<file path="src/hw/rtl/pfb_pkg.sv">
// shared constants, opcodes and controller/datapath interface types for the page frame buffer
package pfb_pkg;

   localparam int COLUMNS = 128;
   localparam int ROWS    = 64;

   localparam int PAGES      = (ROWS + 7) / 8;
   localparam int WPP        = (COLUMNS + 7) / 8;
   localparam int DEPTH      = PAGES * WPP;
   localparam int LAST_BYTES = COLUMNS - 8 * (WPP - 1);

   localparam int CXW = $clog2(COLUMNS);
   localparam int YW  = $clog2(ROWS);
   localparam int PGW = (PAGES > 1) ? $clog2(PAGES) : 1;
   localparam int WCW = (WPP > 1) ? $clog2(WPP) : 1;
   localparam int AW  = (DEPTH > 1) ? $clog2(DEPTH) : 1;

   localparam logic [1:0] OP_FILL_RECT = 2'd0;
   localparam logic [1:0] OP_FILL_ALL  = 2'd1;
   localparam logic [1:0] OP_FLUSH     = 2'd2;

   localparam logic [7:0] CMD_PAGE_BASE = 8'hB0;
   localparam logic [7:0] CMD_COL_LOW   = 8'h00;
   localparam logic [7:0] CMD_COL_HIGH  = 8'h10;
   localparam logic [3:0] CMD_BYTES     = 4'd3;

   typedef struct packed {
      logic load;
      logic screen_fill;
      logic rd;
      logic wr;
      logic advance;
      logic out_cmd;
      logic out_data;
   } pfb_cmd_type;

   typedef struct packed {
      logic empty;
      logic page_ok;
      logic col_end;
      logic page_end;
      logic out_free;
   } pfb_sts_type;

endpackage

</file>
<file path="src/hw/rtl/pfb_ctrl.sv">
// controller state machine sequencing fills and page flushes
module pfb_ctrl import pfb_pkg::*; (
   input  logic        clock,
   input  logic        reset,
   input  logic        req_valid,
   input  logic [1:0]  req_opcode,
   output logic        req_stall,
   input  pfb_sts_type sts,
   output pfb_cmd_type cmd
);

   localparam logic [2:0] ST_IDLE    = 3'd0;
   localparam logic [2:0] ST_FILL_RD = 3'd1;
   localparam logic [2:0] ST_FILL_WR = 3'd2;
   localparam logic [2:0] ST_FL_CMD  = 3'd3;
   localparam logic [2:0] ST_FL_RD   = 3'd4;
   localparam logic [2:0] ST_FL_LD   = 3'd5;

   logic [2:0] state_in, state_ff;

   assign req_stall = (state_ff != ST_IDLE);

   always_comb begin
      state_in = state_ff;
      cmd      = '0;
      case (state_ff)
         ST_IDLE: begin
            if (req_valid) begin
               cmd.load = 1'b1;
               case (req_opcode)
                  OP_FILL_RECT: state_in = ST_FILL_RD;
                  OP_FILL_ALL:  cmd.screen_fill = 1'b1;
                  OP_FLUSH:     state_in = ST_FL_CMD;
                  default:      state_in = ST_IDLE;
               endcase
            end
         end
         ST_FILL_RD: begin
            if (sts.empty) begin
               state_in = ST_IDLE;
            end else begin
               cmd.rd   = 1'b1;
               state_in = ST_FILL_WR;
            end
         end
         ST_FILL_WR: begin
            cmd.wr = 1'b1;
            if (sts.col_end && sts.page_end) begin
               state_in = ST_IDLE;
            end else begin
               cmd.advance = 1'b1;
               state_in    = ST_FILL_RD;
            end
         end
         ST_FL_CMD: begin
            if (!sts.page_ok) begin
               state_in = ST_IDLE;
            end else if (sts.out_free) begin
               cmd.out_cmd = 1'b1;
               state_in    = ST_FL_RD;
            end
         end
         ST_FL_RD: begin
            cmd.rd   = 1'b1;
            state_in = ST_FL_LD;
         end
         ST_FL_LD: begin
            if (sts.out_free) begin
               cmd.out_data = 1'b1;
               if (sts.col_end) begin
                  state_in = ST_IDLE;
               end else begin
                  cmd.advance = 1'b1;
                  state_in    = ST_FL_RD;
               end
            end
         end
         default: state_in = ST_IDLE;
      endcase
   end

   always_ff @(posedge clock) begin
      if (reset) begin
         state_ff <= ST_IDLE;
      end else begin
         state_ff <= state_in;
      end
   end

endmodule

</file>
<file path="config.mk">
export PLATFORM = sky130hd
export DESIGN_NAME = pfb_ctrl
export DESIGN_NICKNAME = d
export VERILOG_FILES = /design/src/hw/rtl/pfb_pkg.sv /design/src/hw/rtl/pfb_ctrl.sv
export SDC_FILE = /design/constraint.sdc
export NUM_CORES = 1
export LEC_CHECK = 0
export BUFFER_PORTS_ARGS = -buffer_cell sky130_fd_sc_hd__buf_2
export CORE_AREA = 2 2 39 41
export DETAILED_ROUTE_END_ITERATION = 12
export DIE_AREA = 0 0 41 43
export GPL_ROUTABILITY_DRIVEN = 0
export PLACE_DENSITY = 0.54
export SYNTH_ARGS = -nofsm -noshare
export SYNTH_HDL_FRONTEND = slang
export SYNTH_SLANG_ARGS = --single-unit
</file>
<file path="constraint.sdc">
create_clock -name clock -period 1.7 [get_ports clock]
set_clock_uncertainty 0.2 [all_clocks]
set_input_delay 0.255 -clock clock [delete_from_list [all_inputs] [get_ports clock]]
set_output_delay 0.255 -clock clock [all_outputs]
set_load 0.05 [all_outputs]
</file>
==> flow_summary.rst <==
.. list-table::
   :header-rows: 1

   * - Metric
     - Value
   * - Run status
     - complete, but fails checks
   * - Violated checks
     - negative setup slack
   * - Via density
     - about 4.4
   * - Setup repair after global routing missed its margin
     - yes
   * - Ant diodes
     - 0
   * - Complex-gate fraction of the synthesized area
     - about a third
   * - Pre-CTS worst setup slack
     - 0.0859 ns
   * - Clock sink count
     - 3
   * - Kind of start point of the critical path
     - flop
   * - Worst Setup Slack, final
     - -0.0545 ns
   * - Final total power
     - roughly 0.32 mW
   * - Number of nets in the layout
     - 73
   * - Count of max-cap constraint violations
     - 0
   * - Core area
     - between 0.001 and 0.0015 mm²
   * - First-pass GRT wire length
     - about 1300 µm
   * - Synth Area in Adders
     - 0%
   * - XOR/XNOR share of the synthesized area
     - 0%
   * - Count of flip-flops with a built-in enable after synthesis
     - 0
   * - Endpoint class of the critical path
     - output pin
   * - Number of antenna violations at the first check in global routing
     - 0
   * - Die span in x
     - between 40 and 50 µm
   * - Area growth from synthesis to layout
     - 96.2%
   * - Highest attainable clock frequency
     - between 500 and 600 MHz
   * - Synthesized cell area
     - roughly 260 µm²
   * - Synthesized instance count
     - 34
   * - Cell variety after synth
     - 22
   * - Crit path time final
     - 1.75 ns
   * - Critical path launch point
     - state_ff[0]
   * - Asr flop ratio synth
     - 0%
   * - R2R setup slack
     - between 0.15 and 0.2 ns
   * - Die extent in y
     - about 43 µm
   * - DR iter-0 viols
     - 1
   * - Top register by number of flip-flops
     - state_ff
   * - Hold violation count in the final report
     - 0
   * - Number of synthesized register bits
     - 3
   * - Launch instance of the worst register-to-register path
     - state_ff[2]
   * - Post-synthesis mux area share
     - 3.81%
   * - Drt pass-1 iters
     - 2
   * - Residual antenna-violating net count after detailed routing
     - 0
   * - Number of cells on the worst hold path
     - 2
   * - Finish-stage setup viols
     - 2
   * - Seq/Total Area, Yosys
     - 22.9%
   * - Largest registers in the final layout
     - state_ff x3
   * - Capture instance of the worst register-to-register path
     - state_ff[0]
   * - Area after DPL
     - around 400 µm²
   * - Finished Cell Area
     - approximately 520 µm²
   * - Summed negative setup slack over all endpoints
     - -0.0969 ns
   * - Die Footprint
     - 0.00176 mm²
   * - Effective utilization at floorplan
     - around a fifth
   * - Cell type of the slowest stage on the worst timing path
     - dfxtp_4
   * - Transition time of the tightest slew-check pin
     - approximately 0.28 ns
   * - Type of the worst setup path
     - reg2out
   * - Share of the clock period used by the worst path
     - 103%
   * - DR WL/cell
     - 10.8 µm
   * - Leakage power of the design
     - around 0.24 nW
   * - Count of final max-slew check failures
     - 0
   * - Routed wire length
     - around 840 µm
   * - Syn_area_per_cell
     - 7.73 µm²
   * - CP peak stage delay
     - approximately 0.36 ns
   * - TritonCTS clock tree
     - yes
   * - Beginning of the worst hold path
     - reset
   * - Worst Path Required
     - roughly 1.2 ns
   * - Dominant combinational cell family by area after synthesis
     - simple AND/OR/NAND/NOR gates
   * - VDD IR-drop max
     - ~0.32 mV
   * - Yosys warning total
     - 0
   * - Maximum number of pins on one net before global-route repair
     - 7
   * - Root buf cell
     - clkbuf_4
   * - Number of global-route vias before repair
     - ~320
   * - Most used DFF post-synth
     - dfxtp_1
   * - Post-cts hold buffer count
     - 0
   * - H-tree level count
     - 1
   * - I/O Buffers
     - 17
   * - Crit path max fanout
     - 3
   * - Worst EP arrival
     - 1.30 ns
   * - Share of cells above drive strength 1
     - 62.9%
   * - Worst r2r path cells
     - 5
   * - Total track usage
     - approximately an eighth
   * - Terminating pin of the worst hold path
     - state_ff[0]
   * - Simple-gate area share of the yosys netlist
     - between 30% and 40%
   * - Clock-pin slew reported for the worst setup and hold paths after clock tree synthesis
     - around 0.04 ns
   * - Synthesized net count
     - 44
   * - Total via count after detailed routing
     - about 350
   * - Maximum root-to-sink buffer count
     - 2
   * - Headroom to the max-slew limit
     - approximately four fifths
   * - Areal power density over the cells
     - about 630 mW/mm²
   * - GR Overflow Total
     - 0
   * - Hold crit path type
     - in2reg
   * - Worst skew pair latency
     - roughly 0.23 ns
   * - # DRC
     - 0
   * - WHS
     - around 0.013 ns
   * - Number of top-level design ports
     - 18
   * - Hpwl dp
     - 587 µm
   * - Number of rows in the core area
     - 14
   * - CTS Buf Count
     - 3
   * - Chain of cells forming the critical path
     - buf_4 > nand2_1 > o32ai_2 > buf_6
   * - Flip-flop count of the largest register, all copies and words added
     - 3
==> how the worst max path moves through the flow <==
| stage | cells past startpoint | slack [ns] | endpoint |
|---|---|---|---|
| finish | 4 | -0.05 | cmd[2] |
| global route | 4 | -0.10 | cmd[5] |
| CTS | 4 | -0.07 | cmd[5] |
| detailed placement | 4 | 0.09 | cmd[5] |
| global placement | 4 | 0.08 | cmd[5] |
| floorplan | 4 | -0.12 | cmd[5] |
==> critical path, delay by kind of cell, from the launching register on <==
kind                   cells  cell delay (ns)
AOI/OAI and AO/OA          1             0.29
buffers and inverters      2             0.32
and+or+nand+nor            1             0.10
DFF                        1             0.36
==> through the flow <==
stage | util [%] | std cells
floorplan | - | 34
global placement | 29.1 | 68
detailed placement | 29.1 | 68
CTS | 36.3 | 78
global route | 37.3 | 78
finish | 37.3 | 78
==> layout make-up <==
type,instances,area (µm²)
clock buffers,4,26.3
inverters,2,7.51
repair buffers,25,173
well taps,16,20.0
fillers,145,868
flip-flops and latches,3,71.3
multi-input cells,28,218
==> cells in the mapped netlist (2+ instances only) <==
cell type | instances | area (µm²)
dfxtp_1 | 3 | 60.1
nand2_1 | 3 | 11.3
a21oi_1 | 2 | 10.0
inv_1 | 2 | 7.51
a21o_1 | 2 | 15.0
nor2_1 | 5 | 18.8
nand3b_1 | 2 | 15.0
==> layout by cell type (no fill, tap or decap), types with 2 or more instances in the layout <==
cell type and n:
a21o_1 2, nand2_1 3, dfxtp_4 3, buf_6 4
a21oi_1 2, clkbuf_4 4, buf_2 12, buf_4 8
inv_1 2, nand3b_1 2, nor2_1 4
==> repair_timing <==
| action | in CTS | in global routing |
|---|---|---|
| buffers inserted | 6 | 0 |
| gates resized for setup | 10 | 5 |
| pin swaps | 3 | 1 |
| endpoints found under the setup margin | 4 | 5 |
| cloned | 0 | 0 |
==> cells by family after synthesis <==
family          Yosys count
buf+inv                   3
flops                     3
compound gates           11
simple gates             16
mux                       1
==> metal layers <==
metal  wire length (µm)  share of wire [%]  vias to the layer above  track usage, %
met5                  0                  0                        -               0
met4                  0                  0                        0            2.00
met3                 70                8.3                        0            7.85
met2                441                 52                       14            19.4
met1                329                 39                      151            11.6
li1                   -                  -                      180               -
==> where the power goes <==
group	switching [mW]	total, mW	internal [mW]
clock	0.0376	0.126	0.0880
sequential	0.00434	0.0755	0.0712
combinational	0.0673	0.122	0.0551
total	0.109	0.324	0.214
Power figures use the tool's default switching activity.
